File: src/rtl/core/fbpr_pkg.sv
// shared types and constants of the frame buffer pixel and rectangle engine
package fbpr_pkg;

	// command codes on the func field
	localparam logic [2:0] FUNC_SET     = 3'd0;
	localparam logic [2:0] FUNC_GET     = 3'd1;
	localparam logic [2:0] FUNC_OUTLINE = 3'd2;
	localparam logic [2:0] FUNC_FILL    = 3'd3;
	localparam logic [2:0] FUNC_CLEAR   = 3'd4;

	// configuration register indexes
	localparam logic [1:0] REG_PIXEL_MODE = 2'd0;
	localparam logic [1:0] REG_COLUMNS    = 2'd1;
	localparam logic [1:0] REG_ROWS       = 2'd2;

	// configuration reset values
	localparam logic       MODE_RESET = 1'b0;
	localparam logic [7:0] COLS_RESET = 8'd128;
	localparam logic [6:0] ROWS_RESET = 7'd64;

	// entries of the command queue between front and back
	localparam int QUEUE_DEPTH = 2;

	typedef enum logic [2:0] {
		OP_SET,
		OP_GET,
		OP_OUTLINE,
		OP_FILL,
		OP_CLEAR,
		OP_NOP
	} op_t;

	// classified command as it travels through the queue
	typedef struct packed {
		op_t         op;
		logic [7:0]  x1;
		logic [7:0]  y1;
		logic [7:0]  x2;
		logic [7:0]  y2;
		logic [15:0] color;
		logic        h_ok;
		logic        v_ok;
		logic        fill_ok;
	} cmd_t;

	// effective frame geometry
	typedef struct packed {
		logic       rgb;
		logic [7:0] cols;
		logic [6:0] rows;
		logic [7:0] wpr;
	} geom_t;

	typedef enum logic [2:0] {
		ST_INIT,
		ST_IDLE,
		ST_PLOT,
		ST_MODIFY,
		ST_CLEAR,
		ST_DONE
	} bstate_t;

	typedef enum logic [1:0] {
		PH_HORZ,
		PH_VERT,
		PH_FILL
	} phase_t;

endpackage

File: src/rtl/core/fbpr_cmd_queue.sv
// short command queue decoupling the front end from the drawing back end
module fbpr_cmd_queue (
	input  logic           clk,
	input  logic           arst_n,
	input  logic           push,
	input  fbpr_pkg::cmd_t push_cmd,
	output logic           push_ready,
	input  logic           pop,
	output fbpr_pkg::cmd_t head_cmd,
	output logic           head_valid
);
	import fbpr_pkg::*;

	localparam int PW = (QUEUE_DEPTH > 1) ? $clog2(QUEUE_DEPTH) : 1;

	cmd_t          slot_q [QUEUE_DEPTH];
	logic [PW-1:0] wr_ptr_q;
	logic [PW-1:0] rd_ptr_q;
	logic [PW:0]   count_q;
	logic          do_push;
	logic          do_pop;

	assign push_ready = count_q != (PW+1)'(QUEUE_DEPTH);
	assign head_valid = count_q != '0;
	assign head_cmd   = slot_q[rd_ptr_q];
	assign do_push    = push && push_ready;
	assign do_pop     = pop && head_valid;

	// pointers and fill count
	always_ff @(posedge clk or negedge arst_n) begin
		if (!arst_n) begin
			wr_ptr_q <= '0;
			rd_ptr_q <= '0;
			count_q  <= '0;
		end else begin
			if (do_push) begin
				wr_ptr_q <= (wr_ptr_q == PW'(QUEUE_DEPTH - 1)) ? '0 : wr_ptr_q + 1'b1;
			end
			if (do_pop) begin
				rd_ptr_q <= (rd_ptr_q == PW'(QUEUE_DEPTH - 1)) ? '0 : rd_ptr_q + 1'b1;
			end
			if (do_push && !do_pop) begin
				count_q <= count_q + 1'b1;
			end else if (do_pop && !do_push) begin
				count_q <= count_q - 1'b1;
			end
		end
	end

	// slot storage
	always_ff @(posedge clk) begin
		if (do_push) begin
			slot_q[wr_ptr_q] <= push_cmd;
		end
	end

endmodule

File: config.mk
export PLATFORM = sky130hd
export DESIGN_NAME = fbpr_cmd_queue
export DESIGN_NICKNAME = d
export VERILOG_FILES = /design/src/rtl/core/fbpr_pkg.sv /design/src/rtl/core/fbpr_cmd_queue.sv
export SDC_FILE = /design/constraint.sdc
export NUM_CORES = 1
export LEC_CHECK = 0
export BUFFER_PORTS_ARGS = -buffer_cell sky130_fd_sc_hd__buf_2
export CORE_MARGIN = 2
export CORE_UTILIZATION = 35
export DETAILED_ROUTE_END_ITERATION = 6
export GPL_TIMING_DRIVEN = 0
export MAX_ROUTING_LAYER = met4
export PLACE_DENSITY = 0.66
export SLEW_MARGIN = 20
export SYNTH_ARGS = -nofsm -noshare
export SYNTH_HDL_FRONTEND = slang
export SYNTH_SLANG_ARGS = --single-unit
File: constraint.sdc
create_clock -name clk -period 3.3 [get_ports clk]
set_clock_uncertainty 0.15 [all_clocks]
set_input_delay 0.33 -clock clk [delete_from_list [all_inputs] [get_ports clk]]
set_output_delay 0.33 -clock clk [all_outputs]
set_load 0.01 [all_outputs]
======== Yosys cells after proc, flatten, opt, wreduce, memory -nomap -nowiden ========
Memories as Yosys holds them, arrays and structs flattened.
Cells that the tools add are included.
storage, ports and cells
  bits in registers ....................... 4
  bits in writable memories ............... 108
  input port bits ......................... 58
  output and inout bits ................... 56
  logic and storage cells ................. 23
  memories ................................ 1
operators by class
  add/subtract/negate cells ............... 4
  equality and inequality tests ........... 1
  mux-type cells .......................... 6
  reductions and logical operators ........ 8
memories
  memory  words  width  rd ports  clocked after Yosys merged registers in  wr ports  line                  text
  slot_q  2      54     1         0                                        1         fbpr_cmd_queue.sv:16  cmd_t slot_q [QUEUE_DEPTH];
operators by type and width
  operator               number
  $logic_and A1 B1 Y1    4
  $mux W1                4
  $mux W2                2
  $reduce_bool A2 Y1     2
  $add A1 B1 Y1 const B  2
  $add A2 B1 Y2 const B  1
  $logic_not A1 Y1       2
  $ne A2 B2 Y1 const B   1
  $sub A2 B1 Y2 const B  1

======== Longest topological paths before layout ========
  depth in word-level cells ............... 6
  gate-level depth with buffers ........... 7
  depth with buffers taken out ............ 7

======== Least setup slack after synthesis ========
OpenSTA, ideal clock, no wires.
  kind .................................... register -> register
  start ................................... register count_q[0]
  end ..................................... memory slot_q[0][0] (netlist name) (enable)
  setup time .............................. 0.466 ns
  data arrival time ....................... 2.963 ns
  data required time ...................... 2.684 ns
  path slack .............................. -0.278 ns
  stages on the path, launching flop included .. 4
  buffers on the path ..................... 0
  period minus slack after synthesis ...... 3.578 ns
  cells stage by stage .................... dfrtp_1 > nand2b_1 > nand2_1 > nor2_1
on the way
  word-level cells in the longest chain between the ends .. 4
RTL lines
  item                           line                  text
  start, declared                fbpr_cmd_queue.sv:19  logic [PW:0] count_q;
  start signal, assigned         fbpr_cmd_queue.sv:43  count_q <= count_q + 1'b1;
  start signal, assigned         fbpr_cmd_queue.sv:45  count_q <= count_q - 1'b1;
  $ne A2 B2 Y1                   fbpr_cmd_queue.sv:23  assign push_ready = count_q != (PW+1)'(QUEUE_DEPTH);
  via push_ready                 fbpr_cmd_queue.sv:7   output logic push_ready,
  $logic_and A1 B1 Y1            fbpr_cmd_queue.sv:26  assign do_push = push && push_ready;
  $mux W1                        fbpr_cmd_queue.sv:52  if (do_push) begin
  $mux W1 (not written as such)  fbpr_cmd_queue.sv:53  slot_q[wr_ptr_q] <= push_cmd;
  end, declared                  fbpr_cmd_queue.sv:16
The timed path passes the listed nets, and every way through them passes these cells.

==> qor.csv <==
stage,metric,value,unit
status,status,completed,
timing,rsz0062_at_grt,no,
detailed_routing,drc_errors,0,
final_layout,area_growth,26.26,%
clocking,cts_buffer_depth,2,
synthesis,synthCells,186,
detailed_routing,vias,2081,
floorplanning,ios,114,
synthesis,synth_nets,245,
final_layout,final_area,5480,µm²
detailed_routing,routed_wirelength,7.164,mm
worst_setup_path,crit_required,2820,ps
clocking,cts_buffers,9,
power_and_ir_drop,clkPwrFrac,20.1,%
synthesis,syn_area,4340,µm²
placed_design,dp.cells,470,
timing,period_minus_slack,1978,ps
timing,slew_headroom,67.47,%
floorplanning,core-area,12060,µm²
detailed_routing,detail_route.first_pass.iterations,4,
synthesis,avgSynthCellArea,23.34,µm²
placed_design,place_congestion,0.6613,
placed_design,dp_hpwl,4.963,mm
synthesis,ys_types,15,
power_and_ir_drop,switchingPower,1.345,mW
clocking,postCtsResizedCells,0,
clocking,cts_sinks,112,
grt,antenna_found_initial,0,
clocking,cts-root-buf,clkbuf_16,
worst_setup_path,cp_slowest_cell,dfrtp_1,
timing,tightest_slew,486.8,ps
grt,grt_first_pass_wirelength,10.65,mm
clocking,worstSkewPairLatency,340,ps
clocking,clk_pin_slew,70,ps
clocking,cts_tree,built,
grt,groute.usage.overall,11.31,%
grt,grt_pass1_vias,2112,
job,cap_viol_max_count,0,
timing,timing.final.crit_share,59.94,%
final_layout,antenna_cells,0,
synthesis,ys_seq_area_share,77.03,%
detailed_routing,ant_nets,0,
power_and_ir_drop,power.density,861.6,nW/µm²
worst_setup_path,cp_slowest_stage_delay,340,ps
min_path,holdCritPathClass,input pin to flop,
power_and_ir_drop,peakVddDrop,647.7,µV
timing,hold_viol,0,
timing,drv_slew,0,
clocking,cts_setup_buffers,0,
synthesis,yosys_warnings,0,
worst_setup_path,cp.arrival,1500,ps
worst_setup_path,crit_path_end_kind,output port,
floorplanning,rows,40,
detailed_routing,drt-initial-drc-count,88,
clocking,h-tree-depth,3,
synthesis,synth-seq-cells,112,
detailed_routing,via_per_inst,4.264,
floorplanning,die-area,13310,µm²
worst_setup_path,cp-start-kind,flop,
final_layout,drive_gt1_share,59.06,%
floorplanning,die_h,115.4,µm
timing,max_freq,0.5056,GHz
clocking,ctsHoldBuffers,3,
placed_design,numPortBuffers,113,
detailed_routing,wl_per_cell,14.68,µm
final_layout,final_cell_mix,"buf_2 (113), edfxtp_1 (108), mux2_4 (49)",
power_and_ir_drop,p_seq_share,43.1,%
power_and_ir_drop,power_frac_comb,36.8,%
worst_setup_path,path_class,flop to output port,
floorplanning,die_w,115.4,µm
placed_design,dpl-instance-area,5196,µm²
worst_setup_path,worst-path-max-fanout,10,
grt,grt_overflow,0,
final_layout,fin_cells,488,
power_and_ir_drop,p_int,3.377,mW
worst_setup_path,cp_cell_sequence,buf_6 > buf_12 > mux2_4 > buf_2,
final_layout,layout_commonest_cell,buf_2,
timing,setup_viol,0,
power_and_ir_drop,swShare,28.48,%
floorplanning,initial_core_util,35.99,%
grt,grt_max_degree,33,
final_layout,nets,375,
power_and_ir_drop,leakage,2.183,nW
-- cell families (layout without fill, tap and decap cells) --
| family | Yosys count | after routing | synth area share, % |
|---|---|---|---|
| adder cells (fa/ha/maj) | 1 | 1 | 0.2882 |
| flip-flops | 112 | 112 | 77.03 |
| multiplexers | 54 | 54 | 18.25 |
| AND/OR/NAND/NOR | 7 | 7 | 0.7787 |
| XOR/XNOR | 5 | 5 | 1.009 |
| buffers and inverters | 7 | 141 | 2.652 |
-- through the flow --
stage                     power [mW]  util (%)  hold slack (ps)  TNS, ps  setup slack (ps)
after floorplan                3.257         -           -115.6        0             620.9
after global placement         3.771     42.44           -11.80   -11860            -224.1
after detailed placement       3.846     43.08           -10.33        0              1426
after CTS                      4.820     45.44           0.1946        0              1276
after global routing           4.972     45.44            1.656        0              1231
final                          4.722     45.44            21.34        0              1322
-- state kept, by name, summed over array words and instances (netlist names) --
name	flops
slot_q	108
count_q	2
wr_ptr_q	1
rd_ptr_q	1
-- final cells by class --
cell class                      instances  area (µm²)
Buffer                                  6       111.4
Clock buffer                           10       229.0
Clock inverter                          5       25.02
Fill cell                            1068        6581
Inverter                                1       3.754
Multi-Input combinational cell         67       894.6
Sequential cell                       112        3343
Tap cell                              168       210.2
Timing Repair Buffer                  119       663.1
-- Yosys cell counts (all sizes together) --
master | count | area (µm²)
edfxtp | 108 | 3243
mux2 | 54 | 792.0
buf | 6 | 111.4
dfrtp | 4 | 100.1
xnor2 | 3 | 26.28
nand2 | 2 | 7.510
nor2 | 2 | 7.510
xor2 | 2 | 17.52
and3 | 1 | 6.260
ha | 1 | 12.51
inv | 1 | 3.750
nand2b | 1 | 6.260
or2 | 1 | 6.260
-- final timing paths --
check,start,to,slack [ps],depth (start not counted)
max,rd_ptr_q$_DFFE_PN0P_,head_cmd[20],1320,4
min,push_cmd[30],slot_q[0][30]$_DFFE_PP_,20,1
max reg2reg,count_q[0]$_DFFE_PN0P_,slot_q[0][46]$_DFFE_PP_,1450,4
min reg2reg,count_q[1]$_DFFE_PN0P_,count_q[1]$_DFFE_PN0P_,360,1
max in group asynchronous,arst_n,wr_ptr_q$_DFFE_PN0P_,2710,2
min in group asynchronous,arst_n,count_q[0]$_DFFE_PN0P_,170,2
-- metal layers --
metal	up-vias	GRT usage, %	part of all wire, %
met2	74	17.08	49
li1	992	-	-
met1	1006	13.70	43
met3	9	4.270	6.4
met5	-	-	0
met4	0	4.578	1.5
-- critical path: cells and delay by family, from the launching register on --
family	cells	cell delay [ps]
DFF	1	340
muxes	1	300
buffers and inverters	3	510
-- power by group through the flow --
stage	clock network, mW	registers, mW	logic, mW
after CTS	0.997	2.04	1.79
final	0.950	2.03	1.74
after global placement	0	2.08	1.69
after detailed placement	0	2.07	1.78
after global routing	1.04	2.06	1.87
after floorplan	0	2.05	1.20
No activity file was read; power rests on OpenSTA's default activity.
