==> src/rtl/core/fbpr_pkg.sv <==
// shared types and constants of the frame buffer pixel and rectangle engine
package fbpr_pkg;

	// command codes on the func field
	localparam logic [2:0] FUNC_SET     = 3'd0;
	localparam logic [2:0] FUNC_GET     = 3'd1;
	localparam logic [2:0] FUNC_OUTLINE = 3'd2;
	localparam logic [2:0] FUNC_FILL    = 3'd3;
	localparam logic [2:0] FUNC_CLEAR   = 3'd4;

	// configuration register indexes
	localparam logic [1:0] REG_PIXEL_MODE = 2'd0;
	localparam logic [1:0] REG_COLUMNS    = 2'd1;
	localparam logic [1:0] REG_ROWS       = 2'd2;

	// configuration reset values
	localparam logic       MODE_RESET = 1'b0;
	localparam logic [7:0] COLS_RESET = 8'd128;
	localparam logic [6:0] ROWS_RESET = 7'd64;

	// entries of the command queue between front and back
	localparam int QUEUE_DEPTH = 2;

	typedef enum logic [2:0] {
		OP_SET,
		OP_GET,
		OP_OUTLINE,
		OP_FILL,
		OP_CLEAR,
		OP_NOP
	} op_t;

	// classified command as it travels through the queue
	typedef struct packed {
		op_t         op;
		logic [7:0]  x1;
		logic [7:0]  y1;
		logic [7:0]  x2;
		logic [7:0]  y2;
		logic [15:0] color;
		logic        h_ok;
		logic        v_ok;
		logic        fill_ok;
	} cmd_t;

	// effective frame geometry
	typedef struct packed {
		logic       rgb;
		logic [7:0] cols;
		logic [6:0] rows;
		logic [7:0] wpr;
	} geom_t;

	typedef enum logic [2:0] {
		ST_INIT,
		ST_IDLE,
		ST_PLOT,
		ST_MODIFY,
		ST_CLEAR,
		ST_DONE
	} bstate_t;

	typedef enum logic [1:0] {
		PH_HORZ,
		PH_VERT,
		PH_FILL
	} phase_t;

endpackage

==> src/rtl/core/fbpr_front.sv <==
// front end: accepts commands, classifies them and hands them to the queue
module fbpr_front (
	input  logic             clk,
	input  logic             arst_n,
	input  logic             hold,
	input  logic             in_valid,
	output logic             in_stall,
	input  logic [2:0]       func,
	input  logic [7:0]       x_first,
	input  logic [7:0]       y_first,
	input  logic [7:0]       x_second,
	input  logic [7:0]       y_second,
	input  logic [15:0]      pen_color,
	input  logic             q_ready,
	output logic             q_push,
	output fbpr_pkg::cmd_t   q_cmd
);
	import fbpr_pkg::*;

	cmd_t dec;
	cmd_t cmd_s1;
	logic valid_s1;
	logic accept;

	// decode func and precompute the rectangle loop conditions
	always_comb begin
		dec = '0;
		case (func)
			FUNC_SET:     dec.op = OP_SET;
			FUNC_GET:     dec.op = OP_GET;
			FUNC_OUTLINE: dec.op = OP_OUTLINE;
			FUNC_FILL:    dec.op = OP_FILL;
			FUNC_CLEAR:   dec.op = OP_CLEAR;
			default:      dec.op = OP_NOP;
		endcase
		dec.x1      = x_first;
		dec.y1      = y_first;
		dec.x2      = x_second;
		dec.y2      = y_second;
		dec.color   = pen_color;
		dec.h_ok    = x_first <= x_second;
		dec.v_ok    = y_first <= y_second;
		dec.fill_ok = ({1'b0, x_first} + 9'd1 < {1'b0, x_second}) &&
			({1'b0, y_first} + 9'd1 < {1'b0, y_second});
	end

	// one holding stage ahead of the queue
	assign q_push   = valid_s1 && q_ready;
	assign q_cmd    = cmd_s1;
	assign in_stall = hold || (valid_s1 && !q_ready);
	assign accept   = in_valid && !in_stall;

	always_ff @(posedge clk or negedge arst_n) begin
		if (!arst_n) begin
			valid_s1 <= 1'b0;
		end else if (accept) begin
			valid_s1 <= 1'b1;
		end else if (q_push) begin
			valid_s1 <= 1'b0;
		end
	end

	always_ff @(posedge clk) begin
		if (accept) begin
			cmd_s1 <= dec;
		end
	end

endmodule

==> config.mk <==
export PLATFORM = sky130hd
export DESIGN_NAME = fbpr_front
export DESIGN_NICKNAME = d
export VERILOG_FILES = /design/src/rtl/core/fbpr_pkg.sv /design/src/rtl/core/fbpr_front.sv
export SDC_FILE = /design/constraint.sdc
export NUM_CORES = 1
export LEC_CHECK = 0
export ABC_AREA = 1
export BUFFER_PORTS_ARGS = -buffer_cell sky130_fd_sc_hd__buf_2
export CAP_MARGIN = 25
export CORE_MARGIN = 3
export CORE_UTILIZATION = 52
export CTS_CLUSTER_SIZE = 24
export DETAILED_ROUTE_END_ITERATION = 12
export HOLD_SLACK_MARGIN = 0.03
export PLACE_DENSITY_LB_ADDON = 0.05
export SLEW_MARGIN = 30
export SYNTH_ARGS = -nofsm -noshare
export SYNTH_HDL_FRONTEND = slang
export SYNTH_SLANG_ARGS = --single-unit
==> constraint.sdc <==
create_clock -name clk -period 8.39 [get_ports clk]
set_input_delay 0.839 -clock clk [delete_from_list [all_inputs] [get_ports clk]]
set_output_delay 0.839 -clock clk [all_outputs]
set_load 0.02 [all_outputs]
Word level (Yosys, flattened, before mapping)
Index checks and enable logic that the tools add are counted.
- add/subtract/negate cells: 2
- order comparisons: 4
- equal/unequal tests: 4
- mux-type cells: 3
- reduce and logical (&&, ||, !) cells: 9
- operator list (cell ; count):
    adder 8 x 1 -> 9 bit, second input constant ; 2
    < comparator 9 x 8 -> 1 bit ; 2
    <= comparator 8 bit ; 2
    case mux 3 bit (5 select lines) ; 1
    equality test 3 x 2 -> 1 bit, second input constant ; 2
    logical AND 1 bit ; 4
    equality test 3 x 1 -> 1 bit, second input constant ; 1
    equality test 3 bit, second input constant ; 1
    logical NOT 3 bit ; 1
    logical NOT 1 bit ; 2
    two-way mux 1 bit ; 2
    nonzero test 2 bit ; 1
    logical OR 1 bit ; 1
- register bits: 55
- output and inout port bits: 56

Logic depth before layout (Yosys ltp)
Gate-level depths: netlist (run 1).
- depth after elaboration: 6
- mapped depth: 12
- depth with buffers taken out: 12

Worst setup path before layout (run 1)
Ideal clock, no wire load.
- kind: input -> register
- from: in hold
- to: reg cmd_s1, in the netlist q_cmd[0], enable pin
- setup time: 0.466 ns
- arrival time: 3.417 ns
- data required time: 7.924 ns
- slack: 4.507 ns
- cell stages on the path: 2
- buffers on the path: 0
- cells stage by stage: o21bai_1 > nor2_1
- longest elaborated chain between the ends: 3
- ends and longest elaborated chain (what ; RTL line ; source):
    from (decl) ; fbpr_front.sv:5 ; input logic hold,
    logical OR 1 bit ; fbpr_front.sv:50 ; assign in_stall = hold || (valid_s1 && !q_ready);
    logical NOT 1 bit ; fbpr_front.sv:51 ; assign accept = in_valid && !in_stall;
    logical AND 1 bit ; fbpr_front.sv:51 ;
    named net accept ; fbpr_front.sv:23 ; logic accept;
    to (signal assigned) ; fbpr_front.sv:65 ; cmd_s1 <= dec;
    to (decl) ; fbpr_front.sv:21 ; cmd_t cmd_s1;
The timed path passes the listed nets, and every way through them passes these cells.
A chain may end at the register's enable or synchronous reset.

Worst setup path in the final report (run 1)
- from: in q_ready
- to: out in_stall
- longest elaborated chain between the ends: 3
- ends and longest elaborated chain (what ; RTL line ; source):
    from (decl) ; fbpr_front.sv:14 ; input logic q_ready,
    logical NOT 1 bit ; fbpr_front.sv:50 ;
    logical AND 1 bit ; fbpr_front.sv:50 ;
    logical OR 1 bit ; fbpr_front.sv:50 ;
    to (decl) ; fbpr_front.sv:7 ; output logic in_stall,
No other way between the ends.

==> metrics.txt, run 1 <==
outcome complete, no violations; Post-layout nets around 440; Placeable Area between 0.004 and 0.005 mm^2; adder-cell share of the synthesized area 0.1544; Initial Util 0.5610; unrepaired setup endpoints after global routing no; max-slew violations 0; LEAKAGE 1.699 nW; Avg WL per Cell 12.72 um; port bufs 111; first-pass GRT wire length between 8000 and 9000 um; Data required, critical path 7.55 ns; Mapped Nets 320; largest fanout on the critical path 3; Final Skew roughly 0.004 ns; io pins approximately 110; Die Span Y 78.79 um; Final Hold Fails 0; Seq/Total Area, Yosys 0.5976; final worst path period share 0.2700; max cap viols 0; Worst Setup End Kind primary output; Fmax 441.5 MHz; Ant. Diodes 0; #FFs+latches synth 55; Seq. cell area around 0.0016 mm^2; Die X 78.79 um; Combinational Power Share 0.168; Peak VDD IR 0.00008232 V; DR vias 1966; Ys Warns 0; FILL cells 376; cts bufs inserted 5; Initial DRC Count 89; hold buffers post-CTS 0; TritonCTS clock tree yes; Synth Area in XOR/XNOR 0.03179; post-synthesis cell type count 24; Mean Syn Cell Area ~12 um^2; commonest cells after routing, fill and taps aside buf_2 (111), edfxtp_1 (54), nand2_1 (38), inv_1 (34), ha_1 (34); Design Area, Final 0.003516 mm^2; sequential power share 0.543; vias in the first global route ~1900; PostCTS Resize Cnt 0; largest net degree at the start of global routing 55; Clk pin slew, worst setup/hold paths approximately 0.090 ns; clock tree sinks 55; pwr/cell area 167.1 mW/mm^2; Final ANT Viol Nets 0; Compound-Gate Fraction of Synth Area 0.03906; initial antenna violation count 0; Clk Latency, worst-skew pair 0.29 ns; gr usage total 0.1793; worst hold path class input port to asynchronous set/reset pin; gr ovfl total 0; DRC viols 0; setup bufs post-CTS 0; # rows 25; die area 0.006208 mm^2; area of the multi-input gates 984.7 um^2; Setup Total Neg Slack 0 ns; Post-Synthesis Cells 230; critical path class input port to primary output; worst r2r path cells 4; setup violators final 0; commonest non-fill, non-tap cell in the layout buf_2; vias per cell 4.726; clock power share 0.289; Clock Tree Root clkbuf_8; drt pass-1 iters 4; post-synthesis instance area 0.002755 mm^2; post-DP HPWL 4279 um; clock tree buffer depth 2; GPL Wtd Cong a little under 0.8; largest family of logic cells by synthesized area adder cells; Slew headroom 0.5734; internal power approximately 0.00044 W; Syn-to-layout area delta 27.61%; post-synthesis simple-gate area fraction 0.1294; Post-Place Cell Area between 0.003 and 0.004 mm^2; Sw Pwr around 0.00014 W; CP Launch Type input port; fin crit period 2.265 ns; multiplexer share of the synthesized area 0; WP data arrival approximately 1.4 ns; Worst-Margin Slew 0.6399 ns; final wirelength 5292 um; Switching Share 0.2446; H-tree depth 2; share of cells above drive strength 1 0.3725
worst max-delay path, cell delays in order:
cell,delay (ns)
buf_2,0.11
o21bai_1,0.25
buf_2,0.23
synthesized netlist by cell type:
cell type  instances  share of area
nor3_2             1         0.0036
o21ai_0            2         0.0036
inv_1             34          0.046
ha_1              34           0.15
a21oi_1           10          0.018
nand3b_1           2         0.0054
o21bai_2           1         0.0041
o21bai_1           2         0.0054
nor3_1             1         0.0018
nor2_1            17          0.023
nand2_2            2         0.0045
nand3_1            9          0.016
nor2_2             3         0.0068
xor2_1             7          0.022
edfxtp_1          54           0.59
nand2_1           38          0.052
dfrtp_1            1         0.0091
o22ai_1            1         0.0023
xnor2_1            3         0.0095
a21o_1             2         0.0054
clkbuf_1           1         0.0014
nand3_2            2         0.0073
nand4_1            2         0.0045
nor2_4             1         0.0041
path summary, 6_finish.rpt:
path	endpoint	start	slack (ns)
max reg2reg	q_cmd[43]$_DFFE_PP_	valid_s1$_DFFE_PN0P_	6.84
max in group asynchronous	valid_s1$_DFFE_PN0P_	arst_n	8.01
min in group clk	valid_s1$_DFFE_PN0P_	valid_s1$_DFFE_PN0P_	0.57
min	valid_s1$_DFFE_PN0P_	arst_n	0.30
max	in_stall	q_ready	6.12
min reg2reg	valid_s1$_DFFE_PN0P_	valid_s1$_DFFE_PN0P_	0.57
final cells by class:
cell class	instances	share of cell area
Sequential cell	55	0.4683
Multi-Input combinational cell	140	0.2801
Timing Repair Buffer	112	0.1601
Inverter	34	0.03630
Tap cell	67	0.02384
Clock buffer	6	0.02064
Clock inverter	2	0.01068
power groups by stage:
stage	combinational [W]	sequential (W)	clock, W
2_1_floorplan	0.0000445	0.000341	0
3_3_place_gp	0.0000971	0.000325	0
3_5_place_dp	0.0000995	0.000325	0
4_1_cts	0.000100	0.000319	0.000173
5_1_grt	0.000113	0.000320	0.000188
6_report	0.0000988	0.000319	0.000170
routing by layer:
metal	routed length, um	track usage	vias up
met5	0	0	-
met4	36	0.03846	0
met3	398	0.04308	5
met2	2492	0.2937	86
met1	2364	0.2433	855
li1	-	-	1020
registers in the layout (all words and copies together), names as in the netlist:
register and flops:
q_cmd 54, valid_s1 1
per-stage QoR:
stage | std cells | power [W] | util | hold slack (ns) | setup slack, ns
floorplan | 230 | 0.0003854 | - | 0.5257 | 4.507
global placement | 408 | 0.0004220 | 0.6935 | 0.5421 | 5.930
detailed placement | 408 | 0.0004246 | 0.6935 | 0.5600 | 5.898
CTS | 416 | 0.0005922 | 0.7159 | 0.2930 | 6.118
global route | 416 | 0.0006215 | 0.7159 | 0.2692 | 6.067
finish | 416 | 0.0005875 | 0.7159 | 0.2991 | 6.125
logic make-up after synthesis:
family	count (synthesis)
flops	55
fa+ha+maj	34
compound gates	18
buf+inv	35
simple gates	78
xor+xnor	10
Note: power is estimated with default switching activity, not from simulation.
==> inputs of run 2 (changes only) <==
--- a/config.mk
+++ b/config.mk
@@ -9,7 +9,7 @@
 export BUFFER_PORTS_ARGS = -buffer_cell sky130_fd_sc_hd__buf_2
 export CAP_MARGIN = 25
 export CORE_MARGIN = 3
-export CORE_UTILIZATION = 52
+export CORE_UTILIZATION = 48
 export CTS_CLUSTER_SIZE = 24
 export DETAILED_ROUTE_END_ITERATION = 12
 export HOLD_SLACK_MARGIN = 0.03
==> constraint.sdc (replaced) <==
create_clock -name clk -period 2.3 [get_ports clk]
set_input_delay 0.23 -clock clk [delete_from_list [all_inputs] [get_ports clk]]
set_output_delay 0.23 -clock clk [all_outputs]
set_load 0.02 [all_outputs]
==> run 2 against run 1 <==
- critical endpoint is now q_cmd[0]$_DFFE_PP_
- combinational power rose to 3.7 times the previous value
- setup slack got worse by 5.4 ns
- clock skew is 0.0058 ns higher
- core utilization fell by 5.6 points
==> metrics.txt, run 2 (same netlist as run 1, synthesis figures left out) <==
CP Launch Type input port; FF-to-FF End q_cmd[1]$_DFFE_PP_; cts bufs inserted 5 (unchanged); initial antenna violation count 0 (unchanged); Total Power 0.002065 W (+250%); Final Skew 0.009768 ns (+0.005763 ns); worst r2r path cells 4 (unchanged); DRC viols 0 (unchanged); vias in the first global route 1848 (-2.9%); r2r startpoint valid_s1$_DFFE_PN0P_; DR vias 1957 (-0.46%); Clk pin slew, worst setup/hold paths 0.10 ns (about the same); LEAKAGE 1.704 nW (+0.30%); vias per cell 4.660 (-1.4%); # rows 26 (+4.0%); Worst-Margin Slew 0.2898 ns (-0.3501 ns); unrepaired setup endpoints after global routing no; pwr/cell area 586.0 mW/mm^2 (+250%); commonest non-fill, non-tap cell in the layout buf_2; largest fanout on the critical path 5 (+2); Final ANT Viol Nets 0 (unchanged); Placeable Area 0.005335 mm^2 (+8.6%); Die X 81.76 um (+3.8%); fin crit period 1.584 ns; Worst Setup End Kind flop; largest net degree at the start of global routing 55 (unchanged); post-DP HPWL 4330 um (+1.2%); final wirelength 5343 um (+0.96%); GPL Wtd Cong 0.7887 (+1.4%); Ant. Diodes 0 (unchanged); hold path endpoint q_cmd[12]$_DFFE_PP_; outcome complete, no violations; WP data arrival 1.65 ns (+0.22 ns); setup bufs post-CTS 0 (unchanged); port bufs 111 (unchanged); critical path class input port to flop; Peak VDD IR 0.0003049 V (+270%); Placement Setup Slack 0.3918 ns (-5.506 ns); clock tree sinks 55 (unchanged); Die Span Y 81.76 um (+3.8%); Design Area, Final 0.003523 mm^2 (+0.21%); max FFs per register 54 (unchanged); die area 0.006685 mm^2 (+7.7%); io pins 112 (unchanged); worst hold path class input port to flop; Clock Tree Root clkbuf_8; H-tree depth 2 (unchanged); Final Hold Fails 0 (unchanged); Post-layout nets 439 (+0.23%); final worst path period share 0.6887; Clk Latency, worst-skew pair 0.31 ns (+0.02 ns); Data required, critical path 2.37 ns (-5.18 ns); Initial Util 0.5164 (-0.04460); Hold Crit Start pen_color[9]; max-slew violations 0 (unchanged); WHS Path Cells 1; commonest cells after routing, fill and taps aside buf_2 (111), edfxtp_1 (54), nand2_1 (38), inv_1 (34), ha_1 (34); Avg WL per Cell 12.72 um (about the same); share of cells above drive strength 1 0.3743 (+0.001793); gr usage total 0.1683 (-0.01091); FILL cells 446 (+19%); Slew headroom 0.8064 (+0.2330); post-route setup slack 0.7160 ns (-5.409 ns); max cap viols 0 (unchanged); R2R Setup Slk 0.98 ns (-5.86 ns); Fmax 631.3 MHz; drt pass-1 iters 4 (unchanged); Initial DRC Count 75 (-16%); Setup Total Neg Slack 0 ns (unchanged); clock tree buffer depth 2 (unchanged); Post-Place Cell Area 0.003422 mm^2 (+0.48%); setup violators final 0 (unchanged); Syn-to-layout area delta 27.88%; TritonCTS clock tree yes; gr ovfl total 0 (unchanged); first-pass GRT wire length 8514 um (-2.8%)
## run 2: cell types whose count changed in the layout (fill, tap and decap cells not counted), sizes merged
| cell | delta |
|---|---|
| dlygate4sd3 | +1 |
| clkinv | +1 |
| clkinvlp | -1 |
| bufinv | -1 |
| clkbuf | -1 |
| inv | +2 |
## run 2: repair_timing
action / CTS / global route
hold buffers: 1 / 0
endpoints found under the hold margin: 1 / 0
resized for setup: 0 / 0
## run 2: how the worst max path moves through the flow
stage | startpoint | endpoint | slack, ns | cells after the start
detailed placement | x_first[0] | q_cmd[0]$_DFFE_PP_ | 0.39 | 10
floorplan | valid_s1$_DFFE_PN0P_ | q_cmd[0]$_DFFE_PP_ | 0.41 | 3
global route | x_first[0] | q_cmd[0]$_DFFE_PP_ | 0.52 | 10
CTS | x_first[0] | q_cmd[0]$_DFFE_PP_ | 0.73 | 10
finish | x_first[0] | q_cmd[0]$_DFFE_PP_ | 0.72 | 13
global placement | x_first[0] | q_cmd[0]$_DFFE_PP_ | 0.45 | 13
## run 2: layout make-up
class                   count  area, um^2  area share
well taps                  70       87.58     0.02486
clock buffers               5       68.82     0.01953
flip-flops and latches     55        1647      0.4673
inverters                  34       127.6     0.03622
repair buffers            113       585.6      0.1662
clock inverters             3       22.52    0.006392
multi-input cells         140       984.7      0.2795
## run 2: worst max-delay path, stage by stage
cell and delay [ns]:
buf_2 0.13, ha_1 0.22, nand2_1 0.12, nor2_2 0.06, xor2_1 0.14, ha_1 0.31
nand2_1 0.06, nor2_1 0.08, nand3_1 0.08, nand3_1 0.08, nand2_1 0.05, nand2_1 0.07
nor2_2 0.03
## run 2: through the flow
step / std cells / hold slack [ns] / util
floorplan: 230 / -0.06559 / -
global placement: 411 / 0.007391 / 0.6414
detailed placement: 411 / 0.005475 / 0.6414
CTS: 420 / 0.08339 / 0.6604
global route: 420 / 0.06389 / 0.6604
finish: 420 / 0.08903 / 0.6604
## run 2: report_power, final
group	total [W]	internal [W]	switching [W]
combinational	0.000363	0.000143	0.000220
clock	0.000541	0.000221	0.000320
sequential	0.00116	0.00115	0.00000845
## run 2: layer usage
layer  vias up  track usage  share of wire
met3         4      0.04715          0.080
met5         -            0              0
met4         0      0.03987         0.0069
met2        67       0.2859           0.50
met1       862       0.2128           0.42
li1       1024            -              -
==> inputs of run 3 (changes only) <==
--- a/config.mk
+++ b/config.mk
@@ -5,7 +5,7 @@
 export SDC_FILE = /design/constraint.sdc
 export NUM_CORES = 1
 export LEC_CHECK = 0
-export ABC_AREA = 1
+export ABC_AREA = 0
 export BUFFER_PORTS_ARGS = -buffer_cell sky130_fd_sc_hd__buf_2
 export CAP_MARGIN = 25
 export CORE_MARGIN = 3
==> constraint.sdc (replaced) <==
create_clock -name clk -period 1.6 [get_ports clk]
set_input_delay 0.16 -clock clk [delete_from_list [all_inputs] [get_ports clk]]
set_output_delay 0.16 -clock clk [all_outputs]
set_load 0.02 [all_outputs]
==> run 3 against run 2 <==
- via count increased by 0.82%
- sequential share of layout area is 3.2 points lower
- synthesized cell count shrank 20%
- first-iteration DRC count down 8.0%
- area after synthesis decreased by 4.4%
- routed wire length grew 8.3%
- register-to-register slack got worse by 0.68 ns
- hold slack got worse by 0.046 ns
- critical path type unchanged
- critical endpoint unchanged
- largest cell class unchanged
==> metrics.txt, run 3 <==
Syn-to-layout area delta 43.68%; r2r startpoint valid_s1$_DFFE_PN0P_; FF-to-FF End q_cmd[7]$_DFFE_PP_; Ys Warns 0 (unchanged); Initial Util 0.5062 (-0.01017); Avg WL per Cell 14.08 um (+11%); clock tree buffer depth 2 (unchanged); max-slew violations 0 (unchanged); Data required, critical path 1.74 ns (-0.63 ns); top cells by area, synth edfxtp_1 (62%), ha_1 (16%), inv_1 (2.4%); Slew headroom 0.8278 (+0.02138); # rows 26 (unchanged); clock power share 0.249 (-0.013); commonest cells after routing, fill and taps aside buf_2 (110), edfxtp_1 (54), ha_1 (33), buf_4 (19), dlygate4sd3_1 (18); Critical Path Stages 9 (-4); TritonCTS clock tree yes; cts bufs inserted 5 (unchanged); LEAKAGE 1.746 nW (+2.4%); DR vias 1973 (+0.82%); hold path endpoint q_cmd[20]$_DFFE_PP_; #FFs+latches synth 55 (unchanged); Slowest cell on crit path ha_1; Synth area leader edfxtp_1; count leader, synth edfxtp_1; clock tree sinks 55 (unchanged); Post-layout nets 430 (-2.1%); Total Power 0.003014 W (+46%); Post-Layout Cell Count 411 (-2.1%); Switching Share 0.2582 (-0.007107); Worst Hold Slack 0.04345 ns (-0.04557 ns); WHS Path Cells 1 (unchanged); Die Span Y 80.09 um (-2.0%); final worst path period share 0.9558; vias per cell 4.800 (+3.0%); CP top delay family simple AND/OR/NAND/NOR gates; io pins 112 (unchanged); Post-synth top flop edfxtp_1; Mapped Nets 275 (-14%); Synth top cells by count edfxtp_1 (54), ha_1 (34), inv_1 (17); unrepaired setup endpoints after global routing no; max FFs per register 54 (unchanged); setup violators final 0 (unchanged); Final Skew 0.005864 ns (-0.003904 ns); sequential power share 0.555 (-0.008); Initial DRC Count 69 (-8.0%); Final Hold Fails 0 (unchanged); vias in the first global route 1867 (+1.0%); critical path class input port to flop; gr ovfl total 0 (unchanged); Sw Pwr 0.0007782 W (+42%); H-tree depth 2 (unchanged); crit path cell chain buf_2 > and3_4 > nand3_4 > xnor2_2 > ha_1 > a211o_1 > o211ai_1 > o21ai_1 > nor4_2; Final ANT Viol Nets 0 (unchanged); Hold Crit Start y_second[1]; R2R Setup Slk 0.30 ns (-0.68 ns); Post-Synthesis Cells 185 (-20%); Clk Latency, worst-skew pair 0.30 ns (about the same); Die X 80.09 um (-2.0%); Combinational Power Share 0.196 (+0.020); port bufs 111 (unchanged); Buffers & Inverters on Critical Path 1 (unchanged); gr usage total 0.1747 (+0.006345); fin crit period 1.529 ns; post-synthesis instance area 0.002635 mm^2 (-4.4%); Slowest Stage Delay on Critical Path 0.32 ns (about the same); Fmax 653.9 MHz; Seq/Total Area, Yosys 0.6249 (+0.02724); GPL Wtd Cong 0.8477 (+7.5%); internal power 0.002236 W (+47%); Placeable Area 0.005205 mm^2 (-2.4%); worst r2r path cells 4 (unchanged); Worst Setup End Kind flop; outcome complete, no violations; placed instance count 384 (-6.6%); die area 0.006414 mm^2 (-4.0%); DRC viols 0 (unchanged); pwr/cell area 796.1 mW/mm^2 (+36%); initial antenna violation count 0 (unchanged); max cap viols 0 (unchanged); Worst-Margin Slew 0.2556 ns (-0.03418 ns); final wirelength 5787 um (+8.3%); Async SR Flop Fraction 0.01818 (unchanged); commonest non-fill, non-tap cell in the layout buf_2; Mean Syn Cell Area 14.24 um^2 (+19%); share of cells above drive strength 1 0.4428 (+0.06853); post-synthesis cell type count 28 (+17%); largest net degree at the start of global routing 33 (-40%); Clock Tree Root clkbuf_8; drt pass-1 iters 4 (unchanged); first-pass GRT wire length 8631 um (+1.4%); Ant. Diodes 0 (unchanged); CP Launch Type input port; post-DP HPWL 4332 um (about the same); worst hold path class input port to flop; Peak VDD IR 0.0006529 V (+110%); largest fanout on the critical path 3 (-2); WP data arrival 1.67 ns (+0.02 ns); Post-synth EDFFs 54 (unchanged); share of the synthesized area in the top cell type 0.6154 (+0.02683); Clk pin slew, worst setup/hold paths 0.10 ns (about the same)
## run 3: cell count changes in the layout (fill, tap and decap cells not counted), sizes merged, moves of 3 or more
cell | previous run | this run
buf | 112 | 131
o21bai | 3 | 0
a21o | 2 | 6
and3 | 0 | 5
inv | 36 | 17
dlygate4sd3 | 1 | 18
o21ai | 2 | 5
nor2b | 0 | 4
nand2 | 40 | 7
nor2 | 21 | 4
xnor2 | 3 | 6
## run 3: worst max-delay path by stage
stage	start	end	slack, ns
floorplan	valid_s1$_DFFE_PN0P_	q_cmd[0]$_DFFE_PP_	-0.22
global placement	x_first[1]	q_cmd[0]$_DFFE_PP_	-0.23
detailed placement	x_first[1]	q_cmd[0]$_DFFE_PP_	-0.31
CTS	x_first[1]	q_cmd[0]$_DFFE_PP_	0.004
global route	x_first[0]	q_cmd[0]$_DFFE_PP_	0.005
finish	x_first[0]	q_cmd[0]$_DFFE_PP_	0.07
## run 3: kinds of logic after synthesis
kind of cell,Yosys count,share of synthesized area
AOI/OAI and AO/OA,27,0.06600
xor gates and xnor gates,12,0.03989
adders and majority gates,34,0.1614
buffers and inverters,18,0.02564
DFF,55,0.6249
muxes,1,0.003799
and+or+nand+nor,38,0.07835
## run 3: through the flow
stage                     cell area [um^2]  worst slack (ns)    util  setup TNS [ns]
final                                 3786           0.07070  0.7274               0
after global routing                  3786          0.004712  0.7274               0
after CTS                             3674          0.003655  0.7058               0
after detailed placement              3472           -0.3091  0.6671         -0.3091
after global placement                3472           -0.2326  0.6671         -0.2326
after floorplan                       2665           -0.2160       -          -11.70
## run 3: cell type report
| type | count | area (um^2) |
|---|---|---|
| inverter | 17 | 63.81 |
| tap | 70 | 87.58 |
| multi-input combinational | 112 | 985.9 |
| sequential | 55 | 1647 |
| timing repair buffer | 149 | 913.4 |
| clock buffer | 5 | 68.82 |
| fill | 396 | 1419 |
| clock inverter | 3 | 20.02 |
## run 3: worst reg2reg max path, stage by stage, from the launching register on
cell,delay (ns)
dfrtp_1,0.39
nand2b_1,0.14
nand2b_4,0.07
nor2_4,0.17
buf_12,0.22
## run 3: what timing repair did
item / in CTS / in global routing
hold buffers: 11 / 7
endpoints found under the setup margin: 1 / 1
pin swaps: 0 / 4
setup buffers: 0 / 1
gates resized for setup: 1 / 7
hold endpoints to repair: 11 / 7
## run 3: layer usage
metal | vias up | part of all wire | track usage
met1 | 899 | 0.42 | 0.2186
li1 | 997 | - | -
met3 | 2 | 0.073 | 0.04709
met2 | 75 | 0.51 | 0.3013
met5 | - | 0 | 0
met4 | 0 | 0.0041 | 0.04054
## run 3: power by group through the flow
stage          clock [W]  sequential (W)  combinational, W
2_1_floorplan          0         0.00179          0.000220
3_3_place_gp           0         0.00170          0.000534
3_5_place_dp           0         0.00170          0.000548
4_1_cts         0.000769         0.00167          0.000573
5_1_grt         0.000838         0.00168          0.000653
6_report        0.000752         0.00167          0.000590
